**config.mk**
```make
export PLATFORM = sky130hd
export DESIGN_NAME = drd_fifo
export DESIGN_NICKNAME = d
export VERILOG_FILES = /design/src/sv/drd_pkg.sv /design/src/sv/drd_fifo.sv
export VERILOG_INCLUDE_DIRS = /design/src /design/src/sv
export SDC_FILE = /design/constraint.sdc
export NUM_CORES = 1
export LEC_CHECK = 0
export BUFFER_PORTS_ARGS = -buffer_cell sky130_fd_sc_hd__clkbuf_2
export CORE_MARGIN = 4
export CORE_UTILIZATION = 56
export CTS_CLUSTER_SIZE = 24
export DETAILED_ROUTE_END_ITERATION = 8
export PLACE_DENSITY = 0.85
export SYNTH_ARGS = -nofsm -noshare
export SYNTH_HDL_FRONTEND = slang
export SYNTH_SLANG_ARGS = --single-unit
```
**constraint.sdc**
```tcl
create_clock -name clk_i -period 24 [get_ports clk_i]
set_clock_uncertainty 0.2 [all_clocks]
set_input_delay 2.4 -clock clk_i [delete_from_list [all_inputs] [get_ports clk_i]]
set_output_delay 2.4 -clock clk_i [all_outputs]
set_load 0.005 [all_outputs]
```
**src/sv/detection_row_decode_defines.svh**
```systemverilog
// assertion macros shared by the detection row decoder rtl
// no dependencies; included by modules that carry concurrent checks
`ifndef DETECTION_ROW_DECODE_DEFINES_SVH
`define DETECTION_ROW_DECODE_DEFINES_SVH

// property must hold at every clock edge outside reset
`define DRD_ASSERT(lbl, clk, rstn, prop, msg) \
  lbl: assert property (@(posedge clk) disable iff (!rstn) prop) else $error(msg);

// condition must never be seen outside reset
`define DRD_ASSERT_NEVER(lbl, clk, rstn, cond, msg) \
  `DRD_ASSERT(lbl, clk, rstn, !(cond), msg)

`endif

```
**src/sv/drd_pkg.sv**
```systemverilog
// shared types and constants of the detection row decoder
// no dependencies; imported by every drd module and the top level
package drd_pkg;

  localparam int unsigned BoxCount   = 4;
  localparam int unsigned MaxClasses = 128;
  localparam int unsigned PosW       = 9;
  localparam int unsigned QueueDepth = 2;

  localparam logic [16:0] ScoreOne   = 17'd65536;
  localparam logic [15:0] PixMax     = 16'hffff;

  // configuration register map, index = byte address / 4
  typedef enum logic [2:0] {
    RegHasObj   = 3'd0,
    RegNumCls   = 3'd1,
    RegThresh   = 3'd2,
    RegInvX     = 3'd3,
    RegInvY     = 3'd4,
    RegPadX     = 3'd5,
    RegPadY     = 3'd6
  } reg_idx_e;

  localparam logic        RstHasObj = 1'b1;
  localparam logic [7:0]  RstNumCls = 8'd80;
  localparam logic [16:0] RstThresh = 17'd16384;
  localparam logic [31:0] RstInv    = 32'd65536;
  localparam logic [31:0] RstPad    = 32'd0;

  typedef struct packed {
    logic        has_obj;
    logic [7:0]  num_classes;
    logic [16:0] threshold;
    logic [31:0] inv_x;
    logic [31:0] inv_y;
    logic [31:0] pad_x;
    logic [31:0] pad_y;
  } cfg_t;

  // one finished row handed from front to back
  typedef struct packed {
    logic [BoxCount-1:0][31:0] box;
    logic [31:0]               obj;
    logic [31:0]               best;
    logic [6:0]                idx;
  } row_rec_t;

  typedef struct packed {
    logic [15:0] box_height;
    logic [15:0] box_width;
    logic [15:0] box_top;
    logic [15:0] box_left;
    logic [16:0] score;
    logic [6:0]  class_id;
  } result_t;

endpackage

```
**src/sv/drd_fifo.sv**
```systemverilog
// short row queue between the front and back parts of the decoder
// depends on drd_pkg and detection_row_decode_defines.svh
`include "detection_row_decode_defines.svh"

module drd_fifo (
  input  logic              clk_i,
  input  logic              rst_ni,
  input  logic              push_i,
  input  drd_pkg::row_rec_t push_data_i,
  input  logic              pop_i,
  output drd_pkg::row_rec_t pop_data_o,
  output logic              full_o,
  output logic              empty_o
);
  import drd_pkg::*;

  localparam int unsigned PtrW = (QueueDepth > 1) ? $clog2(QueueDepth) : 1;
  localparam int unsigned CntW = $clog2(QueueDepth + 1);
  localparam logic [PtrW-1:0] LastPtr = PtrW'(QueueDepth - 1);
  localparam logic [CntW-1:0] FullCnt = CntW'(QueueDepth);

  row_rec_t        mem_q [QueueDepth];
  logic [PtrW-1:0] wr_ptr_q, wr_ptr_d;
  logic [PtrW-1:0] rd_ptr_q, rd_ptr_d;
  logic [CntW-1:0] count_q, count_d;

  assign full_o     = (count_q == FullCnt);
  assign empty_o    = (count_q == '0);
  assign pop_data_o = mem_q[rd_ptr_q];

  always_comb begin
    wr_ptr_d = wr_ptr_q;
    rd_ptr_d = rd_ptr_q;
    count_d  = count_q;
    if (push_i) begin
      wr_ptr_d = (wr_ptr_q == LastPtr) ? '0 : wr_ptr_q + 1'b1;
    end
    if (pop_i) begin
      rd_ptr_d = (rd_ptr_q == LastPtr) ? '0 : rd_ptr_q + 1'b1;
    end
    if (push_i && !pop_i) begin
      count_d = count_q + 1'b1;
    end else if (!push_i && pop_i) begin
      count_d = count_q - 1'b1;
    end
  end

  always_ff @(posedge clk_i or negedge rst_ni) begin
    if (!rst_ni) begin
      wr_ptr_q <= '0;
      rd_ptr_q <= '0;
      count_q  <= '0;
    end else begin
      wr_ptr_q <= wr_ptr_d;
      rd_ptr_q <= rd_ptr_d;
      count_q  <= count_d;
    end
  end

  always_ff @(posedge clk_i) begin
    if (push_i) begin
      mem_q[wr_ptr_q] <= push_data_i;
    end
  end

  `DRD_ASSERT_NEVER(a_no_overflow, clk_i, rst_ni, push_i && full_o, "row pushed into full queue")
  `DRD_ASSERT_NEVER(a_no_underflow, clk_i, rst_ni, pop_i && empty_o, "row popped from empty queue")
  `DRD_ASSERT(a_count_up, clk_i, rst_ni, (push_i && !pop_i) |=> (count_q == $past(count_q) + 1'b1), "queue count did not grow")
  `DRD_ASSERT(a_count_dn, clk_i, rst_ni, (pop_i && !push_i) |=> (count_q == $past(count_q) - 1'b1), "queue count did not shrink")

endmodule

```
## Yosys cells after proc, flatten, opt, wreduce, memory -nomap -nowiden

Memories as Yosys holds them, arrays and structs flattened.
Index checks and enable logic that the tools add are counted.

| storage, ports and cells | value |
|---|---|
| flip-flop bits (word level) | 4 |
| bits in latches | 0 |
| memory bits (writable) | 398 |
| bits in read-only memories | 0 |
| input port bits | 203 |
| output and inout port bits | 201 |
| logic and storage cells | 21 |
| memories kept | 1 |

| cells by class | value |
|---|---|
| $add $sub $neg | 4 |
| multipliers | 0 |
| div/mod/pow operators | 0 |
| magnitude comparators | 0 |
| equal/unequal tests | 1 |
| shifts and indexed selects | 0 |
| mux-type cells | 6 |
| bitwise logic cells | 0 |
| reduce and logical (&&, ||, !) cells | 6 |

Memory list:

| name | words | width | rd ports | clocked after memory_dff | wr ports | RTL line | source |
|---|---|---|---|---|---|---|---|
| mem_q | 2 | 199 | 1 | 0 | 1 | drd_fifo.sv:22 | `row_rec_t mem_q [QueueDepth];` |

Operator list:

| operator | count |
|---|---|
| 1-bit 2-to-1 mux | 4 |
| 2-bit 2-to-1 mux | 2 |
| 1-bit adder, second input constant | 2 |
| 2-bit by 1-bit adder with 2-bit output, second input constant | 1 |
| 2-bit equality test, second input constant | 1 |
| 1-bit logical AND | 2 |
| 1-bit zero test | 2 |
| 2-bit zero test | 1 |
| 2-bit nonzero test | 1 |
| 2-bit by 1-bit subtractor with 2-bit output, second input constant | 1 |

## Depth between registers and ports, before layout

| logic depth | value |
|---|---|
| depth after elaboration | 4 |
| gate-level depth with buffers | 5 |
| mapped depth without buffers | 5 |

## Worst setup path before layout

No wires, ideal clock.

| timing path | value |
|---|---|
| path kind | input-to-reg |
| from | input push_i |
| to | memory mem_q[0][0] (netlist bit), enable pin |
| setup time | 0.785 ns |
| arrival time | 10.981 ns |
| required time | 23.015 ns |
| path slack | 12.034 ns |
| cell stages on the path | 1 |
| path buffers | 0 |
| cells stage by stage | nor2b_1 |

| on the way | value |
|---|---|
| cells in the longest elaborated chain, start to end | 2 |

Ends and longest elaborated chain:

| what | RTL line | source |
|---|---|---|
| from (decl) | drd_fifo.sv:8 | `input logic push_i,` |
| 1-bit 2-to-1 mux | drd_fifo.sv:61 | `if (push_i) begin` |
| 1-bit 2-to-1 mux (implied by the code) | drd_fifo.sv:62 | `mem_q[wr_ptr_q] <= push_data_i;` |
| to (decl) | drd_fifo.sv:22 |  |

Every way passes these cells.

==> flow_summary.yaml <==
worst_setup_path:
  critPathMaxFanout: 81
  worstPathArrival_ps: 2900
  path_buf_inv: 2
  startpoint: "rd_ptr_q"
  cp-start-kind: "flip-flop"
  critical_path.top_delay_family: "buffers and inverters"
  slowest_stage: "buf_4"
  end_kind: "output port"
  critPathMaxStageDelay_ps: 870
  critical_path_required_ps: 21400
  timing.rr.start: "wr_ptr_q"
  cp_cell_sequence: "buf_4 -> mux2_2 -> clkbuf_2"
  worstSetupPathType: "flip-flop to output port"
sta:
  fmax_ghz: 0.182
  maxSlewHeadroom: 0.291
  final_max_slew_viol_count: 0
  timing.hold.ws_ps: 305
  fin_crit_ps: 5500
  rsz0062_at_grt: "no"
  hold_viol_final: 0
  fin_crit_sh: 0.229
  final-setup-viol-count: 0
  tightestPinTransition_ps: 1060
  tns_ps: 0
die:
  io_pins: 404
  num_rows: 58
  die-area_um2: 28900
  die_w_um: 170
  fp.coreArea_um2: 25500
  dieHeight_um: 170
  start_util: 0.576
synth:
  ys_top_cells_by_count: "398 x edfxtp_1, 199 x mux2_2, 19 x clkbuf_8"
  syn_area_um2: 14700
  synth-seq-area-share: 0.821
  synth_top_cell_by_area: "edfxtp_1"
  synth-seq-cells: 402
  synth_top_area_frac: 0.814
  synthCells: 635
  ys_types: 12
  yosysMostFrequentCell: "edfxtp_1"
  ys_warn_count: 0
  syn_area_per_cell_um2: 23.1
  synth_area_leaders: "edfxtp_1 81%, mux2_2 15%, clkbuf_8 1.8%, dfrtp_1 0.68%, xor2_1 0.24%"
  synth_nets: 839
  ys.flop_type: "edfxtp_1"
  synth_edf_count: 398
  synth-async-reset-ratio: 0.00995
global_route:
  grt_pass1_wl_um: 45600
  grt_antenna_before_repair: 3
  grt_max_degree: 82
  grt_pass1_vias: 8157
  grt.total_usage: 0.208
  grt_overflow_total: 0
placed_design:
  dp_hpwl_um: 21300
  gp_congestion: 0.783
  place_inst: 1353
  io_buffers: 403
detailed_routing:
  drt_iter0_markers: 519
  drc: 0
  wirelength_um: 30900
  vias: 7568
  drt-vias-per-instance: 5.31
  first_pass_iters: 5
  wire_per_inst_um: 21.7
  ant_nets: 0
cells_and_area:
  drive_gt1_frac: 0.608
  area_growth_pct: 23.4
  fill_cells: 1566
  fin_nets: 1269
  stdcell_count: 1425
clock_tree:
  cts_root_buf: "clkbuf_16"
  post_cts_resized: 0
  clock_path_buffers: 3
  path_clk_slew_ps: 60
  ctsHoldBuffers: 0
  htree_levels: 2
  tritoncts: "built"
  cts_buffers: 40
  cts_sinks: 402
  clk_latency_ps: 510
  post_cts_buffers: 0
pwr:
  vdd_ir_drop_max_mv: 0.0904
  power.density_nw_per_um2: 116
  p_leak_nw: 6.91
  p_total_mw: 2.10
status:
  run_status: "finished, final reports clean"
min_path:
  min-delay-start: "count_q[1]"
  hold_path.class: "flip-flop to flip-flop"
job:
  cap_viol_max_count: 0
[registers in the layout (all words and copies together) (netlist names)]
register,count
wr_ptr_q,1
rd_ptr_q,1
mem_q,398
count_q,2
[worst register-to-register path: cells and delay by family (launching register included)]
| family | cells | cell delay [ps] |
|---|---|---|
| simple gates | 1 | 470 |
| buf+inv | 2 | 1450 |
| flops | 1 | 440 |
[kinds of logic after synthesis]
| family | after synthesis | share of synthesized area |
|---|---|---|
| flip-flops | 402 | 0.821 |
| adder cells (fa/ha/maj) | 1 | 0.000853 |
| XOR/XNOR | 5 | 0.00298 |
| AND/OR/NAND/NOR | 5 | 0.00179 |
| buffers and inverters | 23 | 0.0204 |
| multiplexers | 199 | 0.153 |
[cell type report]
type	count	area [um2]	area share
Antenna cell	1	2.50	0.000138
Clock buffer	49	1060	0.0583
Clock inverter	22	168	0.00926
Inverter	1	3.75	0.000207
Multi-Input combinational cell	210	2330	0.129
Sequential cell	402	12100	0.666
Tap cell	330	413	0.0228
Timing Repair Buffer	410	2070	0.114
[routing by layer]
metal	vias to the layer above	share of wire	GRT usage
met5	-	0.0011	0
met4	4	0.036	0.0735
met3	76	0.11	0.0790
met2	344	0.52	0.372
met1	3720	0.33	0.228
li1	3424	-	-
[worst paths after layout]
| path | slack (ps) | cells after the start | endpoint |
|---|---|---|---|
| max | 18500 | 3 | pop_data_o[184] |
| min | 300 | 1 | count_q[1] |
| max reg2reg | 21020 | 3 | mem_q[0][80] |
| min reg2reg | 300 | 1 | count_q[1] |
| max in group asynchronous | 21950 | 1 | rd_ptr_q |
| min in group asynchronous | 1490 | 1 | wr_ptr_q |
[through the flow]
stage	worst slack, ps	util	instance area [um2]
final	18500	0.711	18100
after floorplan	12030	-	14700
after global routing	18380	0.711	18100
after CTS	18480	0.711	18100
after detailed placement	18900	0.662	16900
after global placement	18940	0.662	16900
[layout by cell type (no fill, tap or decap), types with 2 or more instances in the layout]
cell        instances
inv_6               3
clkinvlp_4          2
clkinv_1           10
edfxtp_1          398
clkbuf_2          403
mux2_2            199
clkbuf_1            8
dfrtp_1             3
bufinv_16           2
buf_4               7
xor2_1              4
clkbuf_16          41
nor2_1              2
clkinv_2            4
[power breakdown]
part           internal [mW]  switching [mW]
Sequential             0.933          0.0461
Combinational          0.262           0.276
Clock                  0.335           0.243
(Power assumes the default switching activity.)
