### src/sv/detection_row_decode_defines.svh
// assertion macros shared by the detection row decoder rtl
// no dependencies; included by modules that carry concurrent checks
`ifndef DETECTION_ROW_DECODE_DEFINES_SVH
`define DETECTION_ROW_DECODE_DEFINES_SVH

// property must hold at every clock edge outside reset
`define DRD_ASSERT(lbl, clk, rstn, prop, msg) \
  lbl: assert property (@(posedge clk) disable iff (!rstn) prop) else $error(msg);

// condition must never be seen outside reset
`define DRD_ASSERT_NEVER(lbl, clk, rstn, cond, msg) \
  `DRD_ASSERT(lbl, clk, rstn, !(cond), msg)

`endif

### src/sv/drd_pkg.sv
// shared types and constants of the detection row decoder
// no dependencies; imported by every drd module and the top level
package drd_pkg;

  localparam int unsigned BoxCount   = 4;
  localparam int unsigned MaxClasses = 128;
  localparam int unsigned PosW       = 9;
  localparam int unsigned QueueDepth = 2;

  localparam logic [16:0] ScoreOne   = 17'd65536;
  localparam logic [15:0] PixMax     = 16'hffff;

  // configuration register map, index = byte address / 4
  typedef enum logic [2:0] {
    RegHasObj   = 3'd0,
    RegNumCls   = 3'd1,
    RegThresh   = 3'd2,
    RegInvX     = 3'd3,
    RegInvY     = 3'd4,
    RegPadX     = 3'd5,
    RegPadY     = 3'd6
  } reg_idx_e;

  localparam logic        RstHasObj = 1'b1;
  localparam logic [7:0]  RstNumCls = 8'd80;
  localparam logic [16:0] RstThresh = 17'd16384;
  localparam logic [31:0] RstInv    = 32'd65536;
  localparam logic [31:0] RstPad    = 32'd0;

  typedef struct packed {
    logic        has_obj;
    logic [7:0]  num_classes;
    logic [16:0] threshold;
    logic [31:0] inv_x;
    logic [31:0] inv_y;
    logic [31:0] pad_x;
    logic [31:0] pad_y;
  } cfg_t;

  // one finished row handed from front to back
  typedef struct packed {
    logic [BoxCount-1:0][31:0] box;
    logic [31:0]               obj;
    logic [31:0]               best;
    logic [6:0]                idx;
  } row_rec_t;

  typedef struct packed {
    logic [15:0] box_height;
    logic [15:0] box_width;
    logic [15:0] box_top;
    logic [15:0] box_left;
    logic [16:0] score;
    logic [6:0]  class_id;
  } result_t;

endpackage

### src/sv/drd_front.sv
// front part: walks the row, keeps box values, objectness and running argmax
// depends on drd_pkg; hands a row record to the queue at row end
module drd_front (
  input  logic              clk_i,
  input  logic              rst_ni,
  input  drd_pkg::cfg_t     cfg_i,
  input  logic              in_valid_i,
  output logic              in_ready_o,
  input  logic [31:0]       in_value_i,
  input  logic              in_last_i,
  input  logic              q_full_i,
  output logic              push_o,
  output drd_pkg::row_rec_t push_data_o
);
  import drd_pkg::*;

  localparam logic [PosW-1:0] PosMax = '1;
  localparam logic [PosW-1:0] BoxN   = PosW'(BoxCount);
  localparam logic [PosW-1:0] ClsMax = PosW'(MaxClasses);

  logic [PosW-1:0]           pos_q, pos_d;
  logic [BoxCount-1:0][31:0] box_q, box_d;
  logic [31:0]               obj_q, obj_d;
  logic [31:0]               best_q, best_d;
  logic [6:0]                idx_q, idx_d;

  logic            accept;
  logic [PosW-1:0] header;
  logic [PosW-1:0] ncls;
  logic [PosW-1:0] cls_pos;

  assign in_ready_o = !q_full_i;
  assign accept     = in_valid_i && in_ready_o;
  assign header     = BoxN + PosW'(cfg_i.has_obj);
  assign cls_pos    = pos_q - header;

  always_comb begin
    ncls = (cfg_i.num_classes == '0) ? PosW'(1) : PosW'(cfg_i.num_classes);
    if (ncls > ClsMax) begin
      ncls = ClsMax;
    end
  end

  always_comb begin
    pos_d  = pos_q;
    box_d  = box_q;
    obj_d  = obj_q;
    best_d = best_q;
    idx_d  = idx_q;
    push_o = 1'b0;
    if (accept) begin
      if (pos_q < BoxN) begin
        box_d[pos_q[1:0]] = in_value_i;
      end else if (pos_q < header) begin
        obj_d = in_value_i;
      end else if ((cls_pos == '0) ||
                   ((cls_pos < ncls) && ($signed(in_value_i) > $signed(best_q)))) begin
        best_d = in_value_i;
        idx_d  = cls_pos[6:0];
      end
      if (!in_last_i) begin
        if (pos_q != PosMax) begin
          pos_d = pos_q + 1'b1;
        end
      end else begin
        pos_d  = '0;
        // a row that ends before any class score yields nothing
        push_o = (pos_q >= header);
      end
    end
  end

  assign push_data_o = '{box: box_d, obj: obj_d, best: best_d, idx: idx_d};

  always_ff @(posedge clk_i or negedge rst_ni) begin
    if (!rst_ni) begin
      pos_q <= '0;
      idx_q <= '0;
    end else begin
      pos_q <= pos_d;
      idx_q <= idx_d;
    end
  end

  always_ff @(posedge clk_i) begin
    box_q  <= box_d;
    obj_q  <= obj_d;
    best_q <= best_d;
  end

endmodule

### config.mk
export PLATFORM = sky130hd
export DESIGN_NAME = drd_front
export DESIGN_NICKNAME = d
export VERILOG_FILES = /design/src/sv/detection_row_decode_defines.svh /design/src/sv/drd_pkg.sv /design/src/sv/drd_front.sv
export SDC_FILE = /design/constraint.sdc
export NUM_CORES = 1
export LEC_CHECK = 0
export BUFFER_PORTS_ARGS = -buffer_cell sky130_fd_sc_hd__buf_2
export CAP_MARGIN = 20
export CORE_AREA = 3 3 152 154
export DETAILED_ROUTE_END_ITERATION = 10
export DIE_AREA = 0 0 155 157
export GPL_TIMING_DRIVEN = 0
export HOLD_SLACK_MARGIN = 0.02
export PLACE_DENSITY_LB_ADDON = 0.2
export SYNTH_ARGS = -nofsm -noshare
export SYNTH_HDL_FRONTEND = slang
export SYNTH_SLANG_ARGS = --single-unit
### constraint.sdc
create_clock -name clk_i -period 4.55 [get_ports clk_i]
set_clock_uncertainty 0.1 [all_clocks]
set_input_delay 0.91 -clock clk_i [delete_from_list [all_inputs] [get_ports clk_i]]
set_output_delay 0.91 -clock clk_i [all_outputs]
set_load 0.02 [all_outputs]
Word-level counts from Yosys, hierarchy flattened
Index checks and enable logic that the tools add are counted.
{"block": "totals", "input_bits": 191, "out_inout_bits": 201, "register_bits": 208}
{"block": "classes", "add_sub_neg": 3, "reduce_logical": 9, "n_eq_ne": 1, "n_mux": 22, "n_lt_le_gt_ge": 8}
{"cell": "$mux W128", "count": 2}
{"cell": "$mux W32", "count": 8}
{"cell": "$bwmux W128", "count": 1}
{"cell": "$demux W32 S2", "count": 1}
{"cell": "$gt A32 B32 Y1", "count": 1}
{"cell": "$mux W7", "count": 4}
{"cell": "$mux W9", "count": 2}
{"cell": "$mux W8", "count": 2}
{"cell": "$add A9 B1 Y9 const B", "count": 1}
{"cell": "$ge A9 B4 Y1", "count": 1}
{"cell": "$logic_not A9 Y1", "count": 1}
{"cell": "$lt A9 B3 Y1 const B", "count": 1}
{"cell": "$lt A9 B4 Y1", "count": 1}
{"cell": "$lt A9 B9 Y1", "count": 1}
{"cell": "$ne A9 B9 Y1 const B", "count": 1}
{"cell": "$sub A9 B4 Y9", "count": 1}
{"cell": "$gt A8 B8 Y1 const B", "count": 1}
{"cell": "$logic_not A8 Y1", "count": 1}
{"cell": "$add A3 B1 Y4 const A", "count": 1}
{"cell": "$logic_and A1 B1 Y1", "count": 3}
{"cell": "$lt A2 B3 Y1 const B", "count": 1}
{"cell": "$ge A2 B1 Y1 const B", "count": 1}
{"cell": "$mux W1", "count": 2}
{"cell": "$reduce_and A2 Y1", "count": 1}
{"cell": "3 further kinds", "count": 3}

Logic depth before layout (Yosys ltp)
{"block": "depth", "depth_word": 11, "mapped_depth": 16, "depth_no_buf": 14}

Worst setup path before layout
Ideal clock, no wire load.
{"block": "synth_timing", "path_kind": "input port to output port", "start": "in cfg_i[153] in the netlist's numbering", "end": "out push_data_o[18] in the netlist's numbering", "arrival_ns": 3.621, "cell_stages": 13, "required_ns": 3.540, "slack_ns": -0.081, "path_cell_list": "ha_1 > nor2b_1 > o21ai_1 > xnor2_1 > ha_1 > a21o_1 > a21o_1 > a211oi_1 > nand3_1 > clkbuf_1 > buf_1 > a221oi_1 > o311ai_1"}
{"element": "from (decl)", "line": "drd_front.sv:6", "text": "input drd_pkg::cfg_t cfg_i,"}
{"element": "to (decl)", "line": "drd_front.sv:13", "text": "output drd_pkg::row_rec_t push_data_o"}

==> qor.txt <==
status -> finished, violations left
violated checks -> negative setup slack
CTS tree -> done
nets -> 1409
DP Wirelength -> 19630 um
largest family of logic cells by synthesized area -> multiplexers
VDD IR max -> 0.3865 mV
IO Port Bufs -> 246
top_reg_cell synth -> dfxtp_1
final setup violation count -> 38
num rows -> 54
Synth Area in Adders -> 0.06033
WP data required -> 3.54 ns
synth top area cells -> dfxtp_1 40%, mux2_4 11%, ha_1 6.0%
Synth Area in XOR/XNOR -> 0.008262
CP dominant cell by count -> buf_4
hold slack -> 0.2100 ns
WS Path Type -> in -> out
CP Cell Sequence -> buf_2 -> ha_1 -> nand4_1 -> nor2_1 -> a221o_1 -> o31a_1 -> o22ai_4 -> buf_4 -> clkbuf_2 -> nand2_1 -> o311ai_2 -> buf_4
ranking of synthesized cells by instance count -> 192 x dfxtp_1, 95 x nand2_1, 71 x mux2_4, 46 x ha_1, 44 x mux2_1
FFs w/ async S/R, synth -> 0.07692
Hold WC Path Type -> in -> async
setup ws final -> -0.1415 ns
highest clock rate -> 0.2132 GHz
gate count of the mapped netlist -> 872
crit path max-delay cell type -> ha_1
Yosys reg bits -> 208
leading area contributor after synthesis -> dfxtp_1
Syn Area/Cell -> 10.94 um2
CTS Buffer Depth -> 3
total number of vias -> 7853
slew margin rel. -> 0.5428
post-route ant nets -> 0
Worst setup startpoint -> in_value_i[13]
CP Capture Type -> output port
Crit Path Max Fanout -> 10
largest net degree at the start of global routing -> 17
synth unique cells -> 57
P_leak -> 7.319 nW
clock root cell -> clkbuf_16
Die H -> 157 um
worst skew pair latency -> 0.51 ns
Clock Sinks -> 208
compound-cell area share of the yosys netlist -> 0.1041
Post-synth EDFFs -> 0
Die X -> 155 um
number of global-route vias before repair -> 7630
Synth Warn # -> 0
CP startpoint kind -> input pin
total core area -> 0.02182 mm2
IO Count -> 392
Pins Over Slew Limit -> 0
final core utilization -> 0.6199
Post-Route WL -> 28640 um
# DRC -> 0
Final Hold Fails -> 0
reg-to-reg startpoint -> pos_q[0]
CP bufs+invs -> 4
Initial Util -> 0.4372
post-synthesis mux area share -> 0.2165
Area growth syn-to-layout -> 41.80%
die area -> 0.02434 mm2
Final Cycle Share -> 1.031
gr usage total -> 0.2191
layout cells sized above 1 -> 0.4697
mapped cell area -> 0.009540 mm2
count leader, synth -> dfxtp_1
post-DR wirelength/cell -> 19.51 um
RSZ-0062 raised after global routing -> yes
largest stage delay on the critical path -> 0.34 ns
pwr dens -> 567.2 mW/mm2
Synth Area in Simple Gates -> 0.1167
H-tree levels -> 1
Seq/Total Area, Yosys -> 0.4449
Post-Syn Nets -> 1109
initial antenna violation count -> 0
Iteration-0 DRC Markers -> 334
clk slew on worst S/H paths -> 0.06 ns
critical path's top delay family -> compound AO/OA/AOI/OAI gates
Data arrival, critical path -> 3.68 ns
fin crit period -> 4.691 ns
worst-margin pin slew -> 0.6858 ns
antenna diode count -> 0
MaxCap Viol Count -> 0
GR Overflow Total -> 0
cts bufs inserted -> 23
share of the synthesized area in the top cell type -> 0.4029
first-pass GRT wire length -> 42950 um
Vias/cell -> 5.349
First-pass DRT Iterations -> 7
RD Place Congestion -> 0.7893
[flip-flops by register name, indices dropped and copies added (netlist names)]
signal  cells
box_q     128
obj_q      32
idx_q       7
best_q     32
pos_q       9
[where the power goes]
part	leakage, nW	switching [mW]	internal [mW]	total (mW)
sequential	1.81	0.172	2.54	2.71
combinational	5.12	1.79	1.22	3.01
clock	0.389	0.744	1.21	1.95
total	7.32	2.70	4.97	7.67
[path summary, 6_finish.rpt]
path,to,cells after the start,slack (ns)
max in group asynchronous,pos_q[1],1,3.85
min,pos_q[2],1,0.21
max,push_data_o[31],12,-0.14
min in group clk_i,box_q[94],1,0.36
min reg2reg,box_q[94],1,0.36
max reg2reg,best_q[22],26,0.12
[through the flow]
step | setup slack (ns) | instance area, um2 | TNS (ns) | std cells | power (mW)
finish | -0.1415 | 13530 | -2.786 | 1468 | 7.674
global route | -0.2585 | 13530 | -8.075 | 1468 | 8.032
CTS | -0.1889 | 12910 | -3.033 | 1466 | 7.719
detailed placement | -0.9154 | 11150 | -28.33 | 1398 | 5.668
global placement | -0.8517 | 11150 | -26.83 | 1398 | 5.603
floorplan | -0.04035 | 9567 | -0.8902 | 872 | 4.703
[cells by family (layout without fill, tap and decap cells)]
kind of cell	count (synthesis)	count (layout)
xor gates and xnor gates	9	9
adders and majority gates	46	46
DFF	208	208
and+or+nand+nor	226	226
muxes	160	160
buffers and inverters	94	410
AOI/OAI and AO/OA	129	129
[layout by cell type, fill, tap and decap left out, types with 5 or more instances in the layout]
cell	count
buf_2	214
a21o_1	7
ha_1	44
o311ai_2	13
nand4_1	8
nand2_1	94
clkbuf_16	24
nor2_1	40
nor3_1	6
and2_1	35
o21ai_0	18
dfxtp_1	192
dfrtp_1	15
buf_4	36
nand2_4	5
nand3_1	8
mux2_4	71
clkbuf_1	16
inv_1	41
a221oi_4	26
a21oi_1	18
clkbuf_2	8
o311ai_4	18
mux2_1	44
mux2_2	43
buf_6	51
[routing by layer]
metal | routed length (um) | vias up | GRT usage
met5 | 0 | - | 0
met4 | 636 | 0 | 0.05593
met3 | 2106 | 46 | 0.05197
met2 | 13280 | 245 | 0.3527
met1 | 12620 | 3821 | 0.2985
li1 | - | 3741 | -
[cell type report]
| class | instances | area, um2 |
|---|---|---|
| timing repair buffer | 278 | 1742 |
| clock inverter | 9 | 152.6 |
| fill | 1774 | 8295 |
| multi-input combinational | 570 | 5866 |
| clock buffer | 32 | 639.4 |
| sequential | 208 | 4245 |
| inverter | 44 | 165.2 |
| tap | 280 | 350.3 |
| buffer | 47 | 367.9 |
[repair_timing]
action | in CTS | in global routing
gates resized for setup | 148 | 98
buffers inserted | 27 | 4
pin swaps | 40 | 35
hold buffers | 0 | 0
setup endpoints to repair | 39 | 40
hold endpoints to repair | 0 | 0
gates cloned | 2 | 0
(Power assumes the default switching activity.)
